<file path="src/rtl/drs_pkg.sv">
package drs_pkg;

    localparam int QUEUE_DEPTH = 16;
    localparam int TRACK_BITS  = 16;

    localparam int IDX_W = (QUEUE_DEPTH > 1) ? $clog2(QUEUE_DEPTH) : 1;
    localparam int CNT_W = $clog2(QUEUE_DEPTH + 1);

    localparam int OP_W     = 2;
    localparam int FIELD_W  = 16;
    localparam int STATUS_W = 3;
    localparam int PEND_W   = 5;

    typedef logic [TRACK_BITS-1:0] t_track;
    typedef logic [IDX_W-1:0]      t_idx;
    typedef logic [CNT_W-1:0]      t_cnt;
    typedef logic [STATUS_W-1:0]   t_status;
    typedef logic [OP_W-1:0]       t_op;

    localparam t_op OP_ADD     = 2'd0;
    localparam t_op OP_SERVICE = 2'd1;
    localparam int  OP_HEAD_BIT = 1;

    localparam t_status ST_SERVICED = 3'd0;
    localparam t_status ST_EMPTY    = 3'd1;
    localparam t_status ST_ACCEPTED = 3'd2;
    localparam t_status ST_FULL     = 3'd3;
    localparam t_status ST_HEAD_SET = 3'd4;

    localparam logic POLICY_SSTF  = 1'b1;
    localparam logic POLICY_RESET = POLICY_SSTF;

endpackage

</file>
<file path="src/rtl/drs_ram.sv">
module drs_ram #(
    parameter int WIDTH = 16,
    parameter int DEPTH = 16,
    parameter int AW    = (DEPTH > 1) ? $clog2(DEPTH) : 1
) (
    input  logic             i_clk,
    input  logic             i_we,
    input  logic [AW-1:0]    i_waddr,
    input  logic [WIDTH-1:0] i_wdata,
    input  logic [AW-1:0]    i_raddr,
    output logic [WIDTH-1:0] o_rdata
);

    logic [WIDTH-1:0] r_mem [DEPTH];
    logic [WIDTH-1:0] r_rdata;

    always_ff @(posedge i_clk) begin
        if (i_we) begin
            r_mem[i_waddr] <= i_wdata;
        end
        r_rdata <= r_mem[i_raddr];
    end

    assign o_rdata = r_rdata;

endmodule

</file>
<file path="src/rtl/disk_request_scheduler_top.sv">
// Add, set-head and empty-service items: the result goes to the result registers, then
// to the output register once that is free; the next input beat is taken after that.
// Service: one distance compare per cycle over the queue (N entries under SSTF,
// one under FCFS), then a read (S_SH_RD) and write (S_SH_WR) move per entry behind
// the pick, as the RAM has a registered read port.
// One item is in work at a time; a finished result waits in the output register.
// Synchronous active-low reset empties the queue, zeroes the head, selects SSTF.
module disk_request_scheduler_top (
    input  logic                          i_clk,
    input  logic                          i_rst_n,
    input  logic                          i_in_valid,
    output logic                          o_in_ready,
    input  logic [drs_pkg::OP_W-1:0]      i_operation,
    input  logic [drs_pkg::FIELD_W-1:0]   i_track,
    output logic                          o_out_valid,
    input  logic                          i_out_ready,
    output logic [drs_pkg::STATUS_W-1:0]  o_status,
    output logic [drs_pkg::FIELD_W-1:0]   o_served_track,
    output logic [drs_pkg::FIELD_W-1:0]   o_displacement,
    output logic                          o_moving_down,
    output logic [drs_pkg::PEND_W-1:0]    o_pending,
    input  logic                          i_cfg_valid,
    output logic                          o_cfg_ready,
    input  logic                          i_cfg_data
);

    typedef enum logic [2:0] {
        S_IDLE,
        S_SCAN,
        S_SH_RD,
        S_SH_WR,
        S_EMIT
    } t_state;

    t_state r_state, n_state;

    logic               r_policy, n_policy;
    drs_pkg::t_cnt      r_count, n_count;
    drs_pkg::t_track    r_head, n_head;
    logic               r_down, n_down;

    drs_pkg::t_cnt      r_idx, n_idx;
    drs_pkg::t_cnt      r_lim, n_lim;
    logic               r_rd_vld, n_rd_vld;
    drs_pkg::t_cnt      r_rd_idx, n_rd_idx;
    drs_pkg::t_cnt      r_pick, n_pick;
    drs_pkg::t_cnt      r_j, n_j;
    drs_pkg::t_track    r_best, n_best;
    drs_pkg::t_track    r_served, n_served;

    drs_pkg::t_status   r_res_status, n_res_status;
    drs_pkg::t_track    r_res_track, n_res_track;
    drs_pkg::t_track    r_res_disp, n_res_disp;

    logic                         r_o_valid, n_o_valid;
    drs_pkg::t_status             r_o_status, n_o_status;
    logic [drs_pkg::FIELD_W-1:0]  r_o_track, n_o_track;
    logic [drs_pkg::FIELD_W-1:0]  r_o_disp, n_o_disp;
    logic                         r_o_down, n_o_down;
    logic [drs_pkg::PEND_W-1:0]   r_o_pend, n_o_pend;

    logic               ram_we;
    drs_pkg::t_idx      ram_waddr;
    drs_pkg::t_track    ram_wdata;
    drs_pkg::t_idx      ram_raddr;
    drs_pkg::t_track    ram_rdata;

    logic               in_beat;
    drs_pkg::t_track    in_trk;
    drs_pkg::t_track    seek_dist;
    drs_pkg::t_cnt      j_next;
    drs_pkg::t_cnt      pick_v;

    drs_ram #(
        .WIDTH (drs_pkg::TRACK_BITS),
        .DEPTH (drs_pkg::QUEUE_DEPTH)
    ) u_queue (
        .i_clk   (i_clk),
        .i_we    (ram_we),
        .i_waddr (ram_waddr),
        .i_wdata (ram_wdata),
        .i_raddr (ram_raddr),
        .o_rdata (ram_rdata)
    );

    assign o_in_ready  = (r_state == S_IDLE);
    assign o_cfg_ready = 1'b1;
    assign in_beat     = i_in_valid && o_in_ready;
    assign in_trk      = drs_pkg::t_track'(i_track);
    assign seek_dist   = (ram_rdata >= r_head) ? (ram_rdata - r_head) : (r_head - ram_rdata);
    assign j_next      = r_j + 1'b1;

    always_comb begin
        n_state      = r_state;
        n_policy     = r_policy;
        n_count      = r_count;
        n_head       = r_head;
        n_down       = r_down;
        n_idx        = r_idx;
        n_lim        = r_lim;
        n_rd_vld     = r_rd_vld;
        n_rd_idx     = r_rd_idx;
        n_pick       = r_pick;
        n_j          = r_j;
        n_best       = r_best;
        n_served     = r_served;
        n_res_status = r_res_status;
        n_res_track  = r_res_track;
        n_res_disp   = r_res_disp;
        n_o_valid    = r_o_valid;
        n_o_status   = r_o_status;
        n_o_track    = r_o_track;
        n_o_disp     = r_o_disp;
        n_o_down     = r_o_down;
        n_o_pend     = r_o_pend;
        ram_we       = 1'b0;
        ram_waddr    = r_count[drs_pkg::IDX_W-1:0];
        ram_wdata    = in_trk;
        ram_raddr    = r_idx[drs_pkg::IDX_W-1:0];
        pick_v       = r_pick;

        if (i_cfg_valid) begin
            n_policy = i_cfg_data;
        end

        if (r_o_valid && i_out_ready) begin
            n_o_valid = 1'b0;
        end

        unique case (r_state)
            S_IDLE: begin
                if (in_beat) begin
                    n_res_track = '0;
                    n_res_disp  = '0;
                    n_state     = S_EMIT;
                    if (i_operation[drs_pkg::OP_HEAD_BIT]) begin
                        n_head       = in_trk;
                        n_res_status = drs_pkg::ST_HEAD_SET;
                    end else if (i_operation == drs_pkg::OP_ADD) begin
                        if (r_count < drs_pkg::t_cnt'(drs_pkg::QUEUE_DEPTH)) begin
                            ram_we       = 1'b1;
                            n_count      = r_count + 1'b1;
                            n_res_status = drs_pkg::ST_ACCEPTED;
                        end else begin
                            n_res_status = drs_pkg::ST_FULL;
                        end
                    end else if (r_count == '0) begin
                        n_res_status = drs_pkg::ST_EMPTY;
                    end else begin
                        n_idx    = '0;
                        n_lim    = (r_policy == drs_pkg::POLICY_SSTF) ? r_count
                                                                      : drs_pkg::t_cnt'(1);
                        n_rd_vld = 1'b0;
                        n_state  = S_SCAN;
                    end
                end
            end
            S_SCAN: begin
                if (r_idx < r_lim) begin
                    n_idx    = r_idx + 1'b1;
                    n_rd_vld = 1'b1;
                    n_rd_idx = r_idx;
                end else begin
                    n_rd_vld = 1'b0;
                end
                if (r_rd_vld) begin
                    if (r_rd_idx == '0 || seek_dist < r_best) begin
                        n_best   = seek_dist;
                        pick_v   = r_rd_idx;
                        n_pick   = r_rd_idx;
                        n_served = ram_rdata;
                    end
                    if (r_rd_idx == r_lim - 1'b1) begin
                        n_j     = pick_v;
                        n_state = S_SH_RD;
                    end
                end
            end
            S_SH_RD: begin
                if (j_next < r_count) begin
                    ram_raddr = j_next[drs_pkg::IDX_W-1:0];
                    n_state   = S_SH_WR;
                end else begin
                    n_count      = r_count - 1'b1;
                    n_head       = r_served;
                    n_down       = (r_served > r_head) ? 1'b0 : 1'b1;
                    n_res_status = drs_pkg::ST_SERVICED;
                    n_res_track  = r_served;
                    n_res_disp   = r_best;
                    n_state      = S_EMIT;
                end
            end
            S_SH_WR: begin
                ram_we    = 1'b1;
                ram_waddr = r_j[drs_pkg::IDX_W-1:0];
                ram_wdata = ram_rdata;
                n_j       = j_next;
                n_state   = S_SH_RD;
            end
            S_EMIT: begin
                if (!r_o_valid || i_out_ready) begin
                    n_o_valid  = 1'b1;
                    n_o_status = r_res_status;
                    n_o_track  = drs_pkg::FIELD_W'(r_res_track);
                    n_o_disp   = drs_pkg::FIELD_W'(r_res_disp);
                    n_o_down   = r_down;
                    n_o_pend   = drs_pkg::PEND_W'(r_count);
                    n_state    = S_IDLE;
                end
            end
            default: begin
                n_state = S_IDLE;
            end
        endcase
    end

    always_ff @(posedge i_clk) begin
        if (!i_rst_n) begin
            r_state   <= S_IDLE;
            r_policy  <= drs_pkg::POLICY_RESET;
            r_count   <= '0;
            r_head    <= '0;
            r_down    <= 1'b0;
            r_rd_vld  <= 1'b0;
            r_o_valid <= 1'b0;
        end else begin
            r_state   <= n_state;
            r_policy  <= n_policy;
            r_count   <= n_count;
            r_head    <= n_head;
            r_down    <= n_down;
            r_rd_vld  <= n_rd_vld;
            r_o_valid <= n_o_valid;
        end
        r_idx        <= n_idx;
        r_lim        <= n_lim;
        r_rd_idx     <= n_rd_idx;
        r_pick       <= n_pick;
        r_j          <= n_j;
        r_best       <= n_best;
        r_served     <= n_served;
        r_res_status <= n_res_status;
        r_res_track  <= n_res_track;
        r_res_disp   <= n_res_disp;
        r_o_status   <= n_o_status;
        r_o_track    <= n_o_track;
        r_o_disp     <= n_o_disp;
        r_o_down     <= n_o_down;
        r_o_pend     <= n_o_pend;
    end

    assign o_out_valid    = r_o_valid;
    assign o_status       = r_o_status;
    assign o_served_track = r_o_track;
    assign o_displacement = r_o_disp;
    assign o_moving_down  = r_o_down;
    assign o_pending      = r_o_pend;

endmodule

</file>
<file path="config.mk">
export PLATFORM = sky130hd
export DESIGN_NAME = disk_request_scheduler_top
export DESIGN_NICKNAME = d
export VERILOG_FILES = /design/src/rtl/drs_pkg.sv /design/src/rtl/drs_ram.sv /design/src/rtl/disk_request_scheduler_top.sv
export SDC_FILE = /design/constraint.sdc
export NUM_CORES = 1
export LEC_CHECK = 0
export BUFFER_PORTS_ARGS = -buffer_cell sky130_fd_sc_hd__buf_2
export CAP_MARGIN = 20
export CORE_ASPECT_RATIO = 0.9
export CORE_MARGIN = 1
export CORE_UTILIZATION = 60
export DETAILED_ROUTE_END_ITERATION = 16
export GPL_ROUTABILITY_DRIVEN = 1
export PLACE_DENSITY_LB_ADDON = 0.25
export SYNTH_ARGS = -nofsm -noshare
export SYNTH_HDL_FRONTEND = slang
export SYNTH_SLANG_ARGS = --single-unit
</file>
<file path="constraint.sdc">
create_clock -name i_clk -period 7.5 [get_ports i_clk]
set_input_delay 0.375 -clock i_clk [delete_from_list [all_inputs] [get_ports i_clk]]
set_output_delay 0.375 -clock i_clk [all_outputs]
set_load 0.1 [all_outputs]
</file>
## Word-level counts from Yosys, hierarchy flattened

Memory sizes are Yosys's and may differ from the RTL's. A register that Yosys moved wholly into a read port is not among the register bits.
Cells that the tools add are included.

| cells by class | value |
|---|---|
| muxes and demuxes | 62 |
| bitwise logic cells | 4 |
| magnitude comparators | 6 |
| $add $sub $neg | 7 |
| reduce and logical (&&, ||, !) cells | 26 |
| eq/ne operators | 18 |

Operators with widths:

| operator | count |
|---|---|
| 2-to-1 mux 16 bit | 7 |
| case mux 16 bit (2 select lines) | 3 |
| 2-to-1 mux 5 bit | 13 |
| 2-to-1 mux 3 bit | 13 |
| subtractor 16 bit | 2 |
| case mux 5 bit (2 select lines) | 3 |
| >= comparator 16 bit | 1 |
| > comparator 16 bit | 1 |
| < comparator 16 bit | 1 |
| 2-to-1 mux 1 bit | 16 |
| != test 2 bit, second input constant | 8 |
| adder 5 x 1 -> 5 bit, second input constant | 3 |
| case mux 3 bit (5 select lines) | 1 |
| 2-to-1 mux 4 bit | 3 |
| AND reduction 4 bit | 3 |
| AND reduction 6 bit | 2 |
| zero test 5 bit | 2 |
| < comparator 5 bit | 2 |
| AND reduction 5 bit | 2 |
| subtractor 5 x 1 -> 5 bit, second input constant | 2 |
| AND reduction 3 bit | 3 |
| != test 2 x 1 -> 1 bit, second input constant | 4 |
| AND reduction 2 bit | 4 |
| == test 3 x 2 -> 1 bit, second input constant | 2 |
| 14 further kinds | 22 |

| storage, ports and cells | value |
|---|---|
| bits in writable memories | 256 |
| flip-flop bits (word level) | 161 |
| output and inout port bits | 44 |
| input port bits | 24 |
| memories kept | 1 |
| logic and storage cells | 146 |

Memories:

| memory | depth | bits a word | rd ports | clocked after memory_dff | write ports | RTL line | text |
|---|---|---|---|---|---|---|---|
| u_queue.r_mem | 16 | 16 | 1 | 1 | 1 | drs_ram.sv:14 | `logic [WIDTH-1:0] r_mem [DEPTH];` |

## Depth between registers and ports, before layout

| logic depth | value |
|---|---|
| depth after elaboration | 8 |
| gate-level depth with buffers | 22 |
| mapped depth without buffers | 21 |

## Modules after synthesis

From an unflattened synthesis, not the netlist that was laid out.

| unflattened totals | value |
|---|---|
| cell total of the unflattened synthesis | 1216 |
| area, all modules | 18815.5 um^2 |

Modules (own cells, without submodules):

| module | instances | cells each | area an instance (um^2) | sequential area each (um^2) |
|---|---|---|---|---|
| drs_ram | 1 | 432 | 10042.1 | 8007.7 |
| disk_request_scheduler_top | 1 | 784 | 8773.4 | 4554.4 |

## Least setup slack after synthesis

OpenSTA, ideal clock, no wires.

| timing | value |
|---|---|
| kind | reg-to-reg |
| start | register r_head[0] |
| end | register r_best[0], enable pin |
| data required time | 7.108 ns |
| path slack | 1.610 ns |
| period minus slack after synthesis | 5.890 ns |
| arrival | 5.498 ns |
| path buffers | 1 |
| library setup time | 0.392 ns |
| stages on the path, launching flop included | 19 |
| path through | dfxtp_1 ha_1 inv_1 fa_1 a211oi_1 nor2_1 a41o_1 o41a_1 o22ai_1 clkbuf_1 mux2_2 ha_1 a21boi_0 o21a_1 o211ai_1 a21boi_0 o41a_1 o32ai_1 and2_1 |

| on the way | value |
|---|---|
| longest elaborated chain between the ends | 5 |
| elaborated cells between the ends (all ways) | 7 |
| classes of those cells | add/sub: 2; order compare: 2; mux: 1; reduce/logical: 2 |

RTL lines:

| item | RTL line | text |
|---|---|---|
| start, declared | disk_request_scheduler_top.sv:39 | `drs_pkg::t_track r_head, n_head;` |
| start signal, assigned | disk_request_scheduler_top.sv:230 | `r_head <= n_head;` |
| subtractor 16 bit or >= comparator 16 bit (tied branches) | disk_request_scheduler_top.sv:90 | `assign seek_dist = (ram_rdata >= r_head) ? (ram_rdata - r_head) : (r_head - ram_rdata);` |
| 2-to-1 mux 16 bit (*) | disk_request_scheduler_top.sv:90 |  |
| net seek_dist[1] | disk_request_scheduler_top.sv:70 | `drs_pkg::t_track seek_dist;` |
| < comparator 16 bit (*) | disk_request_scheduler_top.sv:167 | `if (r_rd_idx == '0 \|\| seek_dist < r_best) begin` |
| logical OR 1 bit (*) | disk_request_scheduler_top.sv:167 |  |
| AND reduction 3 bit (no source line) (*) | -- |  |
| end signal, assigned | disk_request_scheduler_top.sv:240 | `r_best <= n_best;` |
| end, declared | disk_request_scheduler_top.sv:48 | `drs_pkg::t_track r_best, n_best;` |

The timed path passes the listed nets; every way through them passes the cells marked *.
A chain may end at the register's enable or synchronous reset.

## Worst setup path in the final report

| timing | value |
|---|---|
| start | register r_head[0] |
| end | register r_best[3], enable pin |

The elaborated chain is that of the path after synthesis.

==> out/results.ini <==
[outcome]
run_status = finished, final reports clean

[worst_setup_path]
cp_data_arrival_time_ns = 6.29
reg2reg_from = r_head[0]
cp-start-kind = flip-flop
cp_max_fo = 32
critPathCaptureType = flip-flop
cp_slowest_stage_delay_ns = 0.75
cp.depth = 19
reg2reg_slack_ns = 1.39
cp_slowest_cell = o32ai_1
path_class = flip-flop to flip-flop
rr_worst_depth = 19
cp_data_required_time_ns = 7.68
critical_path_buf_inv_count = 3
crit_family = compound AO/OA/AOI/OAI gates
path_cells = ha_1 > inv_1 > fa_1 > a211oi_1 > nor2_1 > a41o_1 > o41a_1 > o22ai_2 > buf_4 > a211oi_1 > a21oi_1 > xor2_1 > ha_1 > a21oi_1 > a21boi_0 > o41a_1 > o32ai_1 > and2_1 > buf_4
worstReg2RegEnd = r_best[3]

[logic_synthesis]
synth-seq-cells = 433
syn_area_per_cell_um2 = 14.16
ys_top_cells_by_area = edfxtp_1, ha_1, dfxtp_1, mux4_2, nand2_1
synth-seq-area-share_pct = 66.60
yosys.cell_count.top_type = edfxtp_1
synth_cell_types = 66
yosysWarnings = 0
synth_edf_count = 389
synth_cells = 1332
netlist_top_cells_count = edfxtp_1, nand2_1, a21oi_1
async_reset_ff_share_pct = 0
syn_area_um2 = 18860
syn_nets = 1435
yosysTopAreaCell = edfxtp_1
ys.flop_type = edfxtp_1
synth_top_area_share_pct = 61.93

[clock_network]
cts_tree = done
cts_buffer_depth = 3
numCtsBuffers = 42
cts_max_level = 2
cts.repair.resized = 0
ctsHoldBuffers = 0
cts_root_buffer = clkbuf_16
cts.sinks = 433
clkTransAtPathRegs_ns = 0.06
insertion_delay_ns = 0.56
postCtsSetupRepairBufs = 0

[layout]
drive_above_1_share_pct = 16.56
final_cells = 1876
nFillCells = 2080
final_util_pct = 68.64
antenna_cells = 0
area_growth_syn_to_layout_pct = 12.49
fin_nets = 1537
finalInstanceArea_um2 = 21220

[routing]
drt_iter0_drc = 956
viasPerCell = 6.077
drc = 0
drt-total-wl_um = 43180
vias = 11400
first_pass_iters = 5
drt.antenna.violating_nets = 0
wire_per_inst_um = 23.02

[hold_path]
hold_path.class = primary input to flip-flop
hold_end = r_policy
hp-start = i_cfg_data
hold_depth = 3

[pwr]
pwr-share-seq_pct = 49.8
p_clk_share_pct = 38.1
p_comb_share_pct = 12.1
p_leak_nw = 7.957
ir_worst_vdd_uv = 226.7
p_sw_mw = 1.360
switching_share_pct = 24.79
power.internal_mw = 4.128
p_per_area_nw_per_um2 = 258.7

[sta]
fin_crit_sh_pct = 81.47
skew_ns = 0.02897
slew-limit-headroom_pct = 38.81
maxSlewViolCount = 0
finalSetupViolCount = 0
rsz0062_at_grt = no
finalHoldViolations = 0
final.setup.worst_slack_ns = 1.390
fin_setup_tns_ns = 0
min_period_ns = 6.110
tightestPinTransition_ns = 0.9169
max_freq_mhz = 163.7

[place]
pre_cts_ws_ns = 1.443
place_inst = 1798
routabilityCongestion = 0.8818
place_hpwl_um = 28030
port_buffers = 66
placed_cell_area_um2 = 19830

[floorplanning]
dieArea_um2 = 32150
start_util_pct = 61.02
fp.dieH_um = 170.2
fp-row-count = 61
core-area_um2 = 30910
die_w_um = 188.9
ioPinCount = 68

[global_routing]
antenna_found_initial = 0
grt_max_degree = 49
track_usage_pct = 27.52
overflow = 0
grt_pass1_vias = 11320
grt_pass1_wl_um = 65420

[job]
maxCapViolations = 0

-- layer usage --
| layer | up-vias | share of wire, % | track usage [%] |
|---|---|---|---|
| met2 | 489 | 47 | 43.99 |
| met1 | 5616 | 42 | 38.46 |
| met3 | 78 | 8.0 | 4.908 |
| met4 | 0 | 2.5 | 9.432 |
| li1 | 5217 | - | - |
| met5 | - | 0 | 0 |
-- tightest hold or removal path: cells and delay by family --
family,cells,cell delay (ns)
buffers and inverters,1,0.07
muxes,1,0.06
and+or+nand+nor,1,0.06
-- flip-flops by register name (all words and copies together) (netlist names), 16 cells and up --
name             cells
o_served_track      16
r_res_track         16
r_served            16
r_res_disp          16
r_head              16
r_best              16
o_displacement      16
u_queue.r_mem      256
u_queue.o_rdata     16
-- layout make-up --
| type | instances | area [um^2] | share of cell area, % |
|---|---|---|---|
| clock buffer | 53 | 1114 | 5.248 |
| clock inverter | 24 | 256.5 | 1.209 |
| inverter | 78 | 292.8 | 1.380 |
| multi-input combinational | 769 | 5808 | 27.37 |
| sequential | 433 | 12560 | 59.21 |
| tap | 409 | 511.7 | 2.412 |
| timing repair buffer | 110 | 673.1 | 3.173 |
-- worst max path at each step --
stage	startpoint	to	slack, ns
6_report	r_head[0]	r_best[3]	1.39
3_5_place_dp	r_head[0]	r_served[2]	1.44
3_3_place_gp	r_head[0]	r_served[1]	1.50
2_1_floorplan	r_head[0]	r_best[0]	1.61
4_1_cts	r_head[0]	r_served[0]	1.41
5_1_grt	u_queue.o_rdata[0]	r_best[0]	0.94
-- logic make-up after synthesis --
group | after synthesis | share of synthesized area [%]
other cells | 1 | 0.01988
xor+xnor | 31 | 1.439
buf+inv | 130 | 2.932
fa+ha+maj | 79 | 5.360
mux | 74 | 6.335
compound gates | 267 | 9.586
flops | 433 | 66.60
simple gates | 317 | 7.728
-- layout by cell type, fill, tap and decap left out, drive strengths merged, types with 19 or more instances in the layout --
cell	n
nor2	62
xnor2	20
mux2i	20
o21ai	35
a21o	19
clkbuf	53
mux4	34
and2	30
nand2	148
a21oi	91
inv	79
edfxtp	389
buf	110
mux2	20
clkinv	19
dfxtp	44
ha	76
-- power groups by stage --
stage / sequential (mW) / clock, mW / combinational, mW
after global routing: 2.74 / 2.20 / 0.722
after global placement: 2.78 / 0 / 0.640
after floorplan: 2.88 / 0 / 0.391
after CTS: 2.74 / 2.11 / 0.656
after detailed placement: 2.79 / 0 / 0.654
final: 2.74 / 2.09 / 0.662
-- stage by stage --
step | total power, mW | hold WS, ns
after floorplan | 3.268 | 0.4003
after global placement | 3.423 | 0.4006
after detailed placement | 3.440 | 0.4045
after CTS | 5.506 | 0.02653
after global routing | 5.660 | 0.03457
final | 5.488 | 0.04460
Power figures use the tool's default switching activity.
